<file path="src/rtl/core/assert_macros.svh">
// Assertion helpers shared by the comment stripper modules.
// Each use expects signals named clk and arst_n in the enclosing module.
`ifndef ASSERT_MACROS_SVH
`define ASSERT_MACROS_SVH

// Property checked at every clock edge outside reset.
`define CS_ASSERT(lbl, prop, msg) \
	lbl: assert property (@(posedge clk) disable iff (!arst_n) (prop)) else $error(msg);

// Consequent checked in the cycle after the antecedent holds.
`define CS_ASSERT_NEXT(lbl, ante, cons, msg) \
	lbl: assert property (@(posedge clk) disable iff (!arst_n) (ante) |=> (cons)) \
		else $error(msg);

`endif

</file>
<file path="src/rtl/core/cstrip_pkg.sv">
// ----------------------------------------------------------------------------
// cstrip_pkg
// Shared types, character codes and helpers of the comment stripper.
// ----------------------------------------------------------------------------
package cstrip_pkg;

	localparam int unsigned SHOWN_W = 16;
	localparam int unsigned MAX_EMIT = 4;

	localparam logic [7:0] CH_STAR  = 8'h2A;
	localparam logic [7:0] CH_SLASH = 8'h2F;
	localparam logic [7:0] CH_LT    = 8'h3C;
	localparam logic [7:0] CH_BANG  = 8'h21;
	localparam logic [7:0] CH_DASH  = 8'h2D;
	localparam logic [7:0] CH_GT    = 8'h3E;
	localparam logic [7:0] CH_NL    = 8'h0A;

	// Bytes produced by one input word, in output order, and how many are valid.
	typedef struct packed {
		logic [MAX_EMIT-1:0][7:0] bytes;
		logic [2:0]               cnt;
	} cs_emit_t;

	function automatic cs_emit_t push_byte(cs_emit_t e, logic [7:0] b);
		if (e.cnt < 3'(MAX_EMIT)) begin
			e.bytes[e.cnt[1:0]] = b;
			e.cnt = e.cnt + 3'd1;
		end
		return e;
	endfunction

endpackage

</file>
<file path="src/rtl/core/cstrip_parse.sv">
// ----------------------------------------------------------------------------
// cstrip_parse
// Parse state and comment tally, with the next-state logic that decides which
// bytes one input word produces.
// ----------------------------------------------------------------------------
`include "assert_macros.svh"

module cstrip_parse import cstrip_pkg::*; #(
	parameter int unsigned COUNT_BITS = 16
) (
	input  logic               clk,
	input  logic               arst_n,
	input  logic               advance,
	input  logic [7:0]         in_byte,
	input  logic               end_of_stream,
	output cs_emit_t           emit,
	output logic [SHOWN_W-1:0] comments_seen
);

	typedef enum logic [3:0] {
		M_NORMAL = 4'd0,
		M_SLASH  = 4'd1,
		M_LT     = 4'd2,
		M_LTB    = 4'd3,
		M_LTBD   = 4'd4,
		M_LINE   = 4'd5,
		M_BLOCK  = 4'd6,
		M_BSTAR  = 4'd7,
		M_MARK   = 4'd8,
		M_DASH1  = 4'd9,
		M_DASH2  = 4'd10
	} mode_t;

	mode_t                 mode_q, mode_n;
	logic [COUNT_BITS-1:0] tally_q, tally_n, tally_inc;
	cs_emit_t              em;

	function automatic mode_t held_mode(logic [7:0] c);
		if (c == CH_SLASH) return M_SLASH;
		else if (c == CH_LT) return M_LT;
		else return M_NORMAL;
	endfunction

	// Bytes of a possible opener that are still held back.
	function automatic cs_emit_t flush_held(cs_emit_t e, mode_t m);
		case (m)
			M_SLASH: begin
				e = push_byte(e, CH_SLASH);
			end
			M_LT: begin
				e = push_byte(e, CH_LT);
			end
			M_LTB: begin
				e = push_byte(e, CH_LT);
				e = push_byte(e, CH_BANG);
			end
			M_LTBD: begin
				e = push_byte(e, CH_LT);
				e = push_byte(e, CH_BANG);
				e = push_byte(e, CH_DASH);
			end
			default: begin
			end
		endcase
		return e;
	endfunction

	function automatic cs_emit_t take_normal(cs_emit_t e, logic [7:0] c);
		if (c != CH_SLASH && c != CH_LT) e = push_byte(e, c);
		return e;
	endfunction

	assign tally_inc = (&tally_q) ? tally_q : tally_q + COUNT_BITS'(1);

	always_comb begin
		em = '0;
		mode_n = mode_q;
		tally_n = tally_q;
		case (mode_q)
			M_SLASH: begin
				if (in_byte == CH_SLASH) begin
					tally_n = tally_inc;
					mode_n = M_LINE;
				end else if (in_byte == CH_STAR) begin
					tally_n = tally_inc;
					mode_n = M_BLOCK;
				end else begin
					em = take_normal(flush_held(em, mode_q), in_byte);
					mode_n = held_mode(in_byte);
				end
			end
			M_LT: begin
				if (in_byte == CH_BANG) begin
					mode_n = M_LTB;
				end else begin
					em = take_normal(flush_held(em, mode_q), in_byte);
					mode_n = held_mode(in_byte);
				end
			end
			M_LTB: begin
				if (in_byte == CH_DASH) begin
					mode_n = M_LTBD;
				end else begin
					em = take_normal(flush_held(em, mode_q), in_byte);
					mode_n = held_mode(in_byte);
				end
			end
			M_LTBD: begin
				if (in_byte == CH_DASH) begin
					tally_n = tally_inc;
					mode_n = M_MARK;
				end else begin
					em = take_normal(flush_held(em, mode_q), in_byte);
					mode_n = held_mode(in_byte);
				end
			end
			M_LINE: begin
				if (in_byte == CH_NL) begin
					em = push_byte(em, CH_NL);
					mode_n = M_NORMAL;
				end
			end
			M_BLOCK: begin
				if (in_byte == CH_STAR) mode_n = M_BSTAR;
			end
			M_BSTAR: begin
				if (in_byte == CH_SLASH) mode_n = M_NORMAL;
				else if (in_byte != CH_STAR) mode_n = M_BLOCK;
			end
			M_MARK: begin
				if (in_byte == CH_DASH) mode_n = M_DASH1;
			end
			M_DASH1: begin
				mode_n = (in_byte == CH_DASH) ? M_DASH2 : M_MARK;
			end
			M_DASH2: begin
				if (in_byte == CH_GT) mode_n = M_NORMAL;
				else if (in_byte != CH_DASH) mode_n = M_MARK;
			end
			default: begin
				em = take_normal(em, in_byte);
				mode_n = held_mode(in_byte);
			end
		endcase
		// End of stream releases whatever is still held and restarts parsing.
		if (end_of_stream) begin
			em = flush_held(em, mode_n);
			mode_n = M_NORMAL;
		end
	end

	assign emit = em;

	generate
		if (COUNT_BITS > SHOWN_W) begin : g_clamp
			assign comments_seen = (|tally_n[COUNT_BITS-1:SHOWN_W]) ? '1
				: tally_n[SHOWN_W-1:0];
		end else begin : g_extend
			assign comments_seen = SHOWN_W'(tally_n);
		end
	endgenerate

	always_ff @(posedge clk or negedge arst_n) begin
		if (!arst_n) begin
			mode_q <= M_NORMAL;
			tally_q <= '0;
		end else if (advance) begin
			mode_q <= mode_n;
			tally_q <= tally_n;
		end
	end

	`CS_ASSERT_NEXT(a_eos_resets_mode, advance && end_of_stream, mode_q == M_NORMAL,
		"parse mode not normal after end of stream")
	`CS_ASSERT_NEXT(a_tally_monotonic, 1'b1, tally_q >= $past(tally_q),
		"comment tally decreased")
	`CS_ASSERT(a_emit_bound, !advance || emit.cnt <= 3'(MAX_EMIT),
		"more bytes produced than the result buffer holds")

endmodule

</file>
<file path="src/rtl/core/cstrip_outbuf.sv">
// ----------------------------------------------------------------------------
// cstrip_outbuf
// Result register: holds the bytes produced by one input word and hands them
// to the output stream one word per cycle while m_tready is high.
// ----------------------------------------------------------------------------
`include "assert_macros.svh"

module cstrip_outbuf import cstrip_pkg::*; (
	input  logic               clk,
	input  logic               arst_n,
	input  logic               load,
	input  cs_emit_t           emit,
	input  logic [SHOWN_W-1:0] comments_seen,
	output logic               res_free,
	output logic               m_tvalid,
	input  logic               m_tready,
	output logic [23:0]        m_tdata,   // out_byte [7:0], comments_seen [23:8]
	output logic               m_tlast    // last_of_run
);

	logic                     valid_q;
	logic [MAX_EMIT-1:0][7:0] bytes_q;
	logic [2:0]               cnt_q;
	logic [1:0]               idx_q;
	logic [SHOWN_W-1:0]       shown_q;
	logic                     pop, at_last;

	assign pop = valid_q && m_tready;
	assign at_last = ({1'b0, idx_q} + 3'd1) == cnt_q;
	assign res_free = !valid_q || (pop && at_last);

	assign m_tvalid = valid_q;
	assign m_tdata = {shown_q, bytes_q[idx_q]};
	assign m_tlast = at_last;

	always_ff @(posedge clk or negedge arst_n) begin
		if (!arst_n) begin
			valid_q <= 1'b0;
			cnt_q <= '0;
			idx_q <= '0;
		end else if (load) begin
			valid_q <= 1'b1;
			cnt_q <= emit.cnt;
			idx_q <= '0;
		end else if (pop) begin
			if (at_last) valid_q <= 1'b0;
			else idx_q <= idx_q + 2'd1;
		end
	end

	always_ff @(posedge clk) begin
		if (load) begin
			bytes_q <= emit.bytes;
			shown_q <= comments_seen;
		end
	end

	`CS_ASSERT(a_load_when_free, !load || res_free, "result register overwritten")
	`CS_ASSERT(a_idx_in_range, !valid_q || ({1'b0, idx_q} < cnt_q),
		"output index beyond stored byte count")
	`CS_ASSERT_NEXT(a_run_continues, pop && !at_last, valid_q,
		"run ended before its last word")

endmodule

</file>
<file path="src/rtl/core/comment_stripper_unit.sv">
// An accepted byte is registered in the input stage, its output bytes in the
// result register. Throughput: one input word per cycle while the result register
// is free; an input with k output words holds the input side while they drain.
// Reset (arst_n low) clears the parse mode to normal text, the comment tally to
// zero and all valid flags; no output word is pending after reset.
// ----------------------------------------------------------------------------
// comment_stripper_unit
// Streaming remover of line, block and markup comments from a byte stream.
// ----------------------------------------------------------------------------
module comment_stripper_unit import cstrip_pkg::*; #(
	parameter int unsigned COUNT_BITS = 16
) (
	input  logic        clk,
	input  logic        arst_n,
	input  logic        s_tvalid,
	output logic        s_tready,
	input  logic [7:0]  s_tdata,   // in_byte [7:0]
	input  logic        s_tlast,   // end_of_stream
	output logic        m_tvalid,
	input  logic        m_tready,
	output logic [23:0] m_tdata,   // out_byte [7:0], comments_seen [23:8]
	output logic        m_tlast    // last_of_run
);

	logic               valid_s1;
	logic [7:0]         byte_s1;
	logic               eos_s1;
	logic               res_free, advance;
	cs_emit_t           emit;
	logic [SHOWN_W-1:0] shown;

	assign advance = valid_s1 && res_free;
	assign s_tready = !valid_s1 || res_free;

	always_ff @(posedge clk or negedge arst_n) begin
		if (!arst_n) begin
			valid_s1 <= 1'b0;
		end else if (s_tready) begin
			valid_s1 <= s_tvalid;
		end
	end

	always_ff @(posedge clk) begin
		if (s_tready && s_tvalid) begin
			byte_s1 <= s_tdata;
			eos_s1 <= s_tlast;
		end
	end

	cstrip_parse #(
		.COUNT_BITS(COUNT_BITS)
	) u_parse (
		.clk          (clk),
		.arst_n       (arst_n),
		.advance      (advance),
		.in_byte      (byte_s1),
		.end_of_stream(eos_s1),
		.emit         (emit),
		.comments_seen(shown)
	);

	cstrip_outbuf u_outbuf (
		.clk          (clk),
		.arst_n       (arst_n),
		.load         (advance && (emit.cnt != 3'd0)),
		.emit         (emit),
		.comments_seen(shown),
		.res_free     (res_free),
		.m_tvalid     (m_tvalid),
		.m_tready     (m_tready),
		.m_tdata      (m_tdata),
		.m_tlast      (m_tlast)
	);

endmodule
</file>
<file path="config.mk">
export PLATFORM = sky130hd
export DESIGN_NAME = comment_stripper_unit
export DESIGN_NICKNAME = d
export VERILOG_FILES = /design/src/rtl/core/cstrip_pkg.sv /design/src/rtl/core/cstrip_parse.sv /design/src/rtl/core/cstrip_outbuf.sv /design/src/rtl/core/comment_stripper_unit.sv
export VERILOG_INCLUDE_DIRS = /design/src /design/src/rtl/core
export SDC_FILE = /design/constraint.sdc
export NUM_CORES = 1
export LEC_CHECK = 0
export BUFFER_PORTS_ARGS = -buffer_cell sky130_fd_sc_hd__clkbuf_2
export CAP_MARGIN = 15
export CORE_MARGIN = 3
export CORE_UTILIZATION = 61
export CTS_CLUSTER_DIAMETER = 40
export DETAILED_ROUTE_END_ITERATION = 8
export PLACE_DENSITY_LB_ADDON = 0.3
export SYNTH_ARGS = -nofsm -noshare
export SYNTH_HDL_FRONTEND = slang
export SYNTH_HIERARCHICAL = 1
export SYNTH_SLANG_ARGS = --single-unit
</file>
<file path="constraint.sdc">
create_clock -name clk -period 6.2 [get_ports clk]
set_input_delay 1.24 -clock clk [delete_from_list [all_inputs] [get_ports clk]]
set_output_delay 1.24 -clock clk [all_outputs]
set_load 0.01 [all_outputs]
</file>
==> impl_metrics.toml, run 1 <==
[finish]
fin_nets = 582
fin_cells = 667
fillers = 669
area_growth_pct = 8.49
n_antenna_cell = 0
drive_above_1_share_pct = 20.4
utilization_pct = 68.4

[clock_tree]
post_cts_buffers = 0
htree_num_levels = 3
worstSkewPairLatency_ps = 350
clkTransAtPathRegs_ps = 90
cts.path.max_buffers = 2
cts_tree = "done"
cts.root.buffer_cell = "clkbuf_8"
cts_sinks = 84
cts_hold_buf = 0
cts_resized = 0
numCtsBuffers = 9

[synthesis]
yosys_register_bits = 84
synth_area_leaders = "edfxtp_1 31%, dfrtp_1 12%, nand2_1 3.6%"
yosys.cell_types.count = 92
synth_ff_type = "edfxtp_1"
syn_nets = 553
mappedNetlistArea_um2 = 5530
netlist_instances = 525
async_reset_ff_share_pct = 32.1
yosysTopAreaCellShare_pct = 31.0
ys_warn_count = 6
syn_area_per_cell_um2 = 10.5
yosysTopAreaCell = "edfxtp_1"
synth_edf_count = 57
yosysSeqAreaShare_pct = 43.2

[floorplan]
ios = 40
die_h_um = 101
die_area_um2 = 10200
core_um2 = 8760
initial_core_util_pct = 63.0
rows = 34
die_w_um = 101

[sta]
relSlewSlack_pct = 38.9
setup_viol = 0
rsz0062_at_grt = "false"
hold_viol = 0
fin_crit_ps = 5690
fin_crit_sh_pct = 91.8
timing.hold.ws_ps = 518
fin_tns_setup_ps = 0
max_freq_ghz = 0.176
clock_skew_ps = 9.38
tightestPinTransition_ps = 911
slew_viol_final = 0

[power]
peakVddDrop_uv = 212
powerDensity_nw_per_um2 = 380
p_leak_uw = 0.00246
power_uw = 2280

[detailed_routing]
dr.first_iter.drc_count = 543
drc = 0
antenna_left = 0
viasPerCell = 6.77
post_drt_wl_per_cell_um = 20.4
first_pass_iters = 6
num_vias = 4515
drt_wl_total_um = 13600

[setup_path]
critPathLaunchType = "flop"
cp.required_ps = 6230
crit_path_end_kind = "flop"
slowest_delay_ps = 640
slowest_stage = "edfxtp_1"
critical_path_buf_inv_count = 3
crit_type = "reg -> reg"
critPathArrivalTime_ps = 5720
cpLargestDelayFamily = "compound AO/OA/AOI/OAI gates"
crit_fanout = 24
crit_chain = "and4b_1 -> nand2_1 -> o21ai_0 -> mux2i_1 -> nor2_1 -> inv_1 -> ha_1 -> a21oi_1 -> mux2i_1 -> inv_1 -> ha_1 -> nand2_1 -> o22a_1 -> a31oi_1 -> o31a_2 -> buf_4"

[placed_design]
io_buffers = 39
place_hpwl_um = 10000
gp_congestion = 1.03
place_inst = 651

[outcome]
status = "completed"

[flow_run]
cap_violations = 0

[grt]
grt_first_pass_wirelength_um = 21600
antenna_found_initial = 0
grt.total_usage_pct = 27.2
grt_pass1_vias = 4213
grt_max_degree = 28
grt_overflow = 0

[worst_hold_path]
worstHoldPathType = "reg -> reg"
## state kept, by name, indices dropped and copies added (netlist names)
register           cells
eos_s1                 1
u_parse/mode_q         4
u_parse/tally_q       16
u_outbuf/cnt_q         3
u_outbuf/bytes_q      32
byte_s1                8
valid_s1               1
u_outbuf/idx_q         2
u_outbuf/m_tvalid      1
u_outbuf/shown_q      16
## worst reg2reg max path: stages (launching register included)
cell      delay, ps
edfxtp_1        640
and4b_1         390
nand2_1         200
o21ai_0         530
mux2i_1         190
nor2_1          210
inv_1           100
ha_1            210
a21oi_1         570
mux2i_1         430
inv_1           140
ha_1            290
nand2_1          70
o22a_1          190
a31oi_1         280
o31a_2          520
buf_4           400
## kinds of logic after synthesis
| logic type | share of synthesized area, % |
|---|---|
| AOI/OAI and AO/OA | 16.7 |
| xor gates and xnor gates | 4.28 |
| adders and majority gates | 3.40 |
| buffers and inverters | 3.51 |
| DFF | 43.2 |
| muxes | 7.31 |
| and+or+nand+nor | 21.6 |
## metal layers
metal  GRT usage, %  wire, um  share of wire (%)
met5              0         0                  0
met4           7.26       303                2.2
met3           6.13      1420                 10
met2           41.6      6190                 46
met1           39.2      5670                 42
## final cells by class
cell class / count / area [um^2] / area share [%]
Clock buffer: 11 / 141 / 2.36
Tap cell: 108 / 135 / 2.25
Clock inverter: 5 / 60.1 / 1.00
Inverter: 11 / 41.3 / 0.689
Sequential cell: 84 / 2390 / 39.8
Multi-Input combinational cell: 397 / 2940 / 49.1
Timing Repair Buffer: 51 / 285 / 4.76
## metrics by stage
step | setup slack (ps) | cell area [um^2]
3_5_place_dp | 690 | 5790
6_report | 508 | 5990
4_1_cts | 632 | 5990
2_1_floorplan | 916 | 5530
3_3_place_gp | 886 | 5790
5_1_grt | 54.6 | 5990
## path summary, 6_finish.rpt
kind | from | endpoint | slack, ps | depth (start not counted)
setup / recovery | byte_s1[3] | u_outbuf/bytes_q[3] | 510 | 16
hold / removal | u_parse/tally_q[11] | u_parse/tally_q[11] | 520 | 1
setup reg to reg | byte_s1[3] | u_outbuf/bytes_q[3] | 510 | 16
hold reg to reg | u_parse/tally_q[11] | u_parse/tally_q[11] | 520 | 1
max in group asynchronous | arst_n | u_parse/mode_q[3] | 4820 | 1
min in group asynchronous | arst_n | u_outbuf/idx_q[1] | 920 | 1
## report_power, final
part	internal [uW]	switching, uW	total (uW)
registers	868	117	985
clock network	199	195	394
logic	358	539	897
## Yosys cell counts, types with 3 or more instances
library cell,instances
o221ai_1,5
nor3_1,16
o211ai_1,6
a22oi_1,5
inv_1,10
mux2i_1,4
or4b_1,3
nor2_1,26
nand2b_1,4
nor2b_1,6
a21o_1,7
a41oi_1,4
o22ai_1,7
o21ai_0,18
a31oi_1,8
nand3b_1,4
a21oi_1,18
nand4_1,11
and3_1,10
and2_1,19
and3b_1,3
o31ai_1,3
ha_1,15
o21a_1,4
xor2_1,14
nand3_1,20
xnor2_1,13
clkbuf_1,24
mux4_2,8
nand2_1,53
dfrtp_1,27
edfxtp_1,57
mux2_2,13
buf_2,4
## layout by cell type, fill, tap and decap left out, types with 15 or more instances in the layout
cell,instances
nor2_1,26
nand2_1,53
edfxtp_1,57
and2_1,19
nor3_1,16
o21ai_0,18
nand3_1,20
ha_1,15
dfrtp_1,27
clkbuf_2,39
a21oi_1,18
(Power assumes the default switching activity.)
==> inputs of run 2 (changes only) <==
Settings changed: CORE_UTILIZATION 61 to 31.
==> impl_metrics.toml, run 2 (synthesized netlist as in run 1, its figures left out) <==
[setup_path]
cp.required_ps = 6210
r2r-start = "byte_s1[1]"
crit_path_start = "byte_s1[1]"
slowest_stage = "or4b_1"
slowest_delay_ps = 690
crit_fanout = 28
crit_chain = "or4b_1 -> nor2_1 -> o221ai_1 -> o31ai_1 -> nand2_1 -> ha_1 -> a21oi_1 -> mux2i_1 -> inv_1 -> ha_1 -> nand2_1 -> o22a_1 -> a31oi_1 -> o31a_2 -> buf_4"
critPathLaunchType = "flop"
critPathArrivalTime_ps = 5590
crit_path_end_kind = "flop"
crit_type = "reg -> reg"

[clock_tree]
cts_sinks = 84
cts.root.buffer_cell = "clkbuf_16"
cts_resized = 0
cts_hold_buf = 0
numCtsBuffers = 9
cts.path.max_buffers = 2
worstSkewPairLatency_ps = 350
htree_num_levels = 3
post_cts_buffers = 0
clkTransAtPathRegs_ps = 60
cts_tree = "done"

[finish]
fin_nets = 580
drive_above_1_share_pct = 20.1
n_antenna_cell = 0
fin_cells = 782
area_growth_pct = 12.6
largest_reg_flops = 32
final_cell_mix = "57 x edfxtp_1, 53 x nand2_1, 39 x clkbuf_2, 27 x dfrtp_1, 26 x nor2_1"
regArea_um2 = 2390
fillers = 1703
top_register = "u_outbuf/bytes_q"
multiInputGateArea_um2 = 2940
reg.largest.list = "u_outbuf/bytes_q: 32 flops, u_outbuf/shown_q: 16 flops, u_parse/tally_q: 16 flops"
final_common_cell = "edfxtp_1"

[grt]
grt_first_pass_wirelength_um = 24100
grt_max_degree = 29
grt_pass1_vias = 4245
grt.total_usage_pct = 15.7
antenna_found_initial = 0
grt_overflow = 0

[worst_hold_path]
min_from = "u_parse/tally_q[11]"
worstHoldPathType = "reg -> reg"

[power]
peakVddDrop_uv = 274
powerDensity_nw_per_um2 = 391
p_leak_uw = 0.00249

[sta]
slew_viol_final = 0
tightestPinTransition_ps = 831
rsz0062_at_grt = "false"
relSlewSlack_pct = 44.4
fin_crit_sh_pct = 90.0
hold_viol = 0
clock_skew_ps = 14.2
max_freq_ghz = 0.179
fin_tns_setup_ps = 0
fin_crit_ps = 5580
setup_viol = 0

[detailed_routing]
drt_wl_total_um = 15400
viasPerCell = 5.70
num_vias = 4455
first_pass_iters = 5
drc = 0
dr.first_iter.drc_count = 565
antenna_left = 0
post_drt_wl_per_cell_um = 19.6

[outcome]
status = "completed"

[floorplan]
initial_core_util_pct = 31.8
die_w_um = 140
ios = 40
die_area_um2 = 19500
core_um2 = 17400
rows = 48
die_h_um = 140

[placed_design]
gp_congestion = 0.995
place_hpwl_um = 11400
io_buffers = 39
place_inst = 766

[flow_run]
cap_violations = 0
-- run 2: per-stage QoR --
stage                     power, uW  utilization (%)  setup slack, ps  hold WS [ps]  instance area [um^2]
after global placement         1890             34.1              948           503                  5920
after global routing           2580             35.9              247           554                  6220
after CTS                      2460             35.9              720           512                  6220
final                          2430             35.9              619           507                  6220
after detailed placement       1910             34.1              745           501                  5920
after floorplan                1600                -              916           474                  5530
-- run 2: worst paths after layout --
check / endpoint / slack (ps) / depth (start not counted)
max: u_outbuf/bytes_q[13] / 620 / 15
min: u_parse/tally_q[11] / 510 / 1
max reg2reg: u_outbuf/bytes_q[13] / 620 / 15
min reg2reg: u_parse/tally_q[11] / 510 / 1
max in group asynchronous: u_parse/tally_q[9] / 4780 / 1
min in group asynchronous: u_parse/tally_q[5] / 950 / 1
-- run 2: per-layer routing --
| layer | up-vias | part of all wire (%) | global-route usage (%) |
|---|---|---|---|
| met5 | - | 0 | 0 |
| met4 | 0 | 2.9 | 6.69 |
| met3 | 32 | 9.2 | 4.33 |
| met2 | 225 | 44 | 22.6 |
| met1 | 2135 | 44 | 22.1 |
| li1 | 2063 | - | - |
-- run 2: area by class of cell --
cell class | count | share of cell area, %
Tap cell | 225 | 4.52
Clock inverter | 6 | 1.13
Sequential cell | 84 | 38.4
Multi-Input combinational cell | 397 | 47.3
Clock buffer | 10 | 3.68
Inverter | 11 | 0.663
Timing Repair Buffer | 49 | 4.34
-- run 2: worst max-delay path, delay by kind of cell, from the launching register on --
kind	cells	cell delay, ps
DFF	1	670
muxes	1	400
and+or+nand+nor	4	1090
buffers and inverters	2	510
AOI/OAI and AO/OA	6	1860
adders and majority gates	2	690
-- run 2: power by group --
group | total [uW] | internal (uW) | switching, uW
registers | 1010 | 870 | 136
clock network | 541 | 316 | 226
logic | 884 | 352 | 532
==> inputs of run 3 (changes only) <==
Settings changed: BUFFER_PORTS_ARGS -buffer_cell sky130_fd_sc_hd__clkbuf_2 to unset, DONT_BUFFER_PORTS set to 1.
==> impl_metrics.toml, run 3 (synthesized netlist as in run 1, its figures left out) <==
[sta]
setup_viol = 0
rsz0062_at_grt = "false"
fin_tns_setup_ps = 0
timing.hold.ws_ps = 507
max_freq_ghz = 0.181
fin_crit_sh_pct = 89.2
fin_crit_ps = 5530
tightestPinTransition_ps = 1030
hold_viol = 0
slew_viol_final = 0
clock_skew_ps = 12.5
relSlewSlack_pct = 30.5

[clock_tree]
htree_num_levels = 3
cts_hold_buf = 0
post_cts_buffers = 0
cts_sinks = 84
clkTransAtPathRegs_ps = 60
cts_tree = "done"
cts.path.max_buffers = 2
worstSkewPairLatency_ps = 350
numCtsBuffers = 9
cts.root.buffer_cell = "clkbuf_16"
cts_resized = 0

[floorplan]
initial_core_util_pct = 31.8
rows = 48
core_um2 = 17400
die_area_um2 = 19500
die_h_um = 140
ios = 40
die_w_um = 140

[outcome]
status = "completed"

[setup_path]
critPathLaunchType = "flop"
crit_fanout = 28
crit_type = "reg -> reg"
cp.required_ps = 6210
crit_path_end_kind = "flop"
critPathArrivalTime_ps = 5540

[power]
internal_power_uw = 1490
clkPwrFrac_pct = 23.9
peakVddDrop_uv = 213
comb_power_share_pct = 31.8
powerDensity_nw_per_um2 = 390
seq_power_share_pct = 44.3
p_leak_uw = 0.00232
p_sw_uw = 860
switching_share_pct = 36.6

[detailed_routing]
dr.first_iter.drc_count = 614
viasPerCell = 5.81
num_vias = 4302
antenna_left = 0
first_pass_iters = 5
drc = 0
post_drt_wl_per_cell_um = 19.9
drt_wl_total_um = 14800

[placed_design]
placed_cell_area_um2 = 5710
io_buffers = 0
place_hpwl_um = 10700
gp_congestion = 0.964

[grt]
grt_first_pass_wirelength_um = 23800
grt_pass1_vias = 4047
grt.total_usage_pct = 15.3
grt_max_degree = 29
grt_overflow = 0
antenna_found_initial = 3

[finish]
area_growth_pct = 9.08
final_cell_mix = "57 x edfxtp_1, 53 x nand2_1, 27 x dfrtp_1, 26 x nor2_1, 20 x nand3_1"
reg.largest.list = "u_outbuf/bytes_q: 32 flops, u_outbuf/shown_q: 16 flops, u_parse/tally_q: 16 flops"
drive_above_1_share_pct = 13.6
final_common_cell = "edfxtp_1"
largest_reg_flops = 32
top_register = "u_outbuf/bytes_q"
fin_nets = 539
n_antenna_cell = 0
design_area_um2 = 6030
utilization_pct = 34.7

[worst_hold_path]
worstHoldPathType = "reg -> reg"

[flow_run]
cap_violations = 0
-- run 3: cell count changes in the layout (fill, tap and decap cells not counted), sizes merged --
cell,delta
clkbuf,-37
buf,-2
inv,-2
-- run 3: path summary, 6_finish.rpt --
path / slack, ps / start / cells past startpoint / to
max in group asynchronous: 5530 / arst_n / 0 / u_parse/mode_q[1]
min in group asynchronous: 580 / arst_n / 0 / u_parse/tally_q[14]
worst min register to register: 510 / u_parse/tally_q[11] / 1 / u_parse/tally_q[11]
worst max-delay path: 670 / byte_s1[1] / 15 / u_outbuf/bytes_q[23]
worst min-delay path: 510 / u_parse/tally_q[11] / 1 / u_parse/tally_q[11]
worst max register to register: 670 / byte_s1[1] / 15 / u_outbuf/bytes_q[23]
-- run 3: per-stage QoR --
step,cells,setup WS (ps),power [uW]
final,741,670,2350
after global routing,741,285,2490
after CTS,741,736,2370
after detailed placement,725,747,1810
after global placement,725,925,1780
after floorplan,525,916,1600
-- run 3: worst max-delay path, cell delays in order, from the launching register on --
cell      delay, ps
edfxtp_1        660
or4b_1          690
nor2_1          170
o221ai_1        280
o31ai_1         290
nand2_1         180
ha_1            250
a21oi_1         520
mux2i_1         420
inv_1           140
ha_1            290
nand2_1          40
o22a_1          190
a31oi_1         350
o31a_2          330
buf_4           370
-- run 3: layout make-up --
cell class / count / area, um^2
Inverter: 11 / 41.3
Tap cell: 225 / 282
Sequential cell: 84 / 2390
Clock inverter: 4 / 55.1
Multi-Input combinational cell: 397 / 2940
Clock buffer: 12 / 258
Fill cell: 1691 / 11300
Timing Repair Buffer: 8 / 60.1
-- run 3: power by group through the flow --
stage               clock [uW]  sequential (uW)  combinational [uW]
detailed placement           0             1060                 748
global route               602             1070                 816
global placement             0             1050                 733
floorplan                    0              971                 628
finish                     562             1040                 748
CTS                        575             1050                 752
-- run 3: layer usage --
| metal | global-route usage, % | wire length, um | up-vias |
|---|---|---|---|
| li1 | - | - | 1975 |
| met1 | 21.3 | 6650 | 2109 |
| met2 | 22.6 | 6610 | 170 |
| met3 | 4.81 | 1060 | 42 |
| met4 | 5.10 | 430 | 6 |
| met5 | 0 | 34 | - |
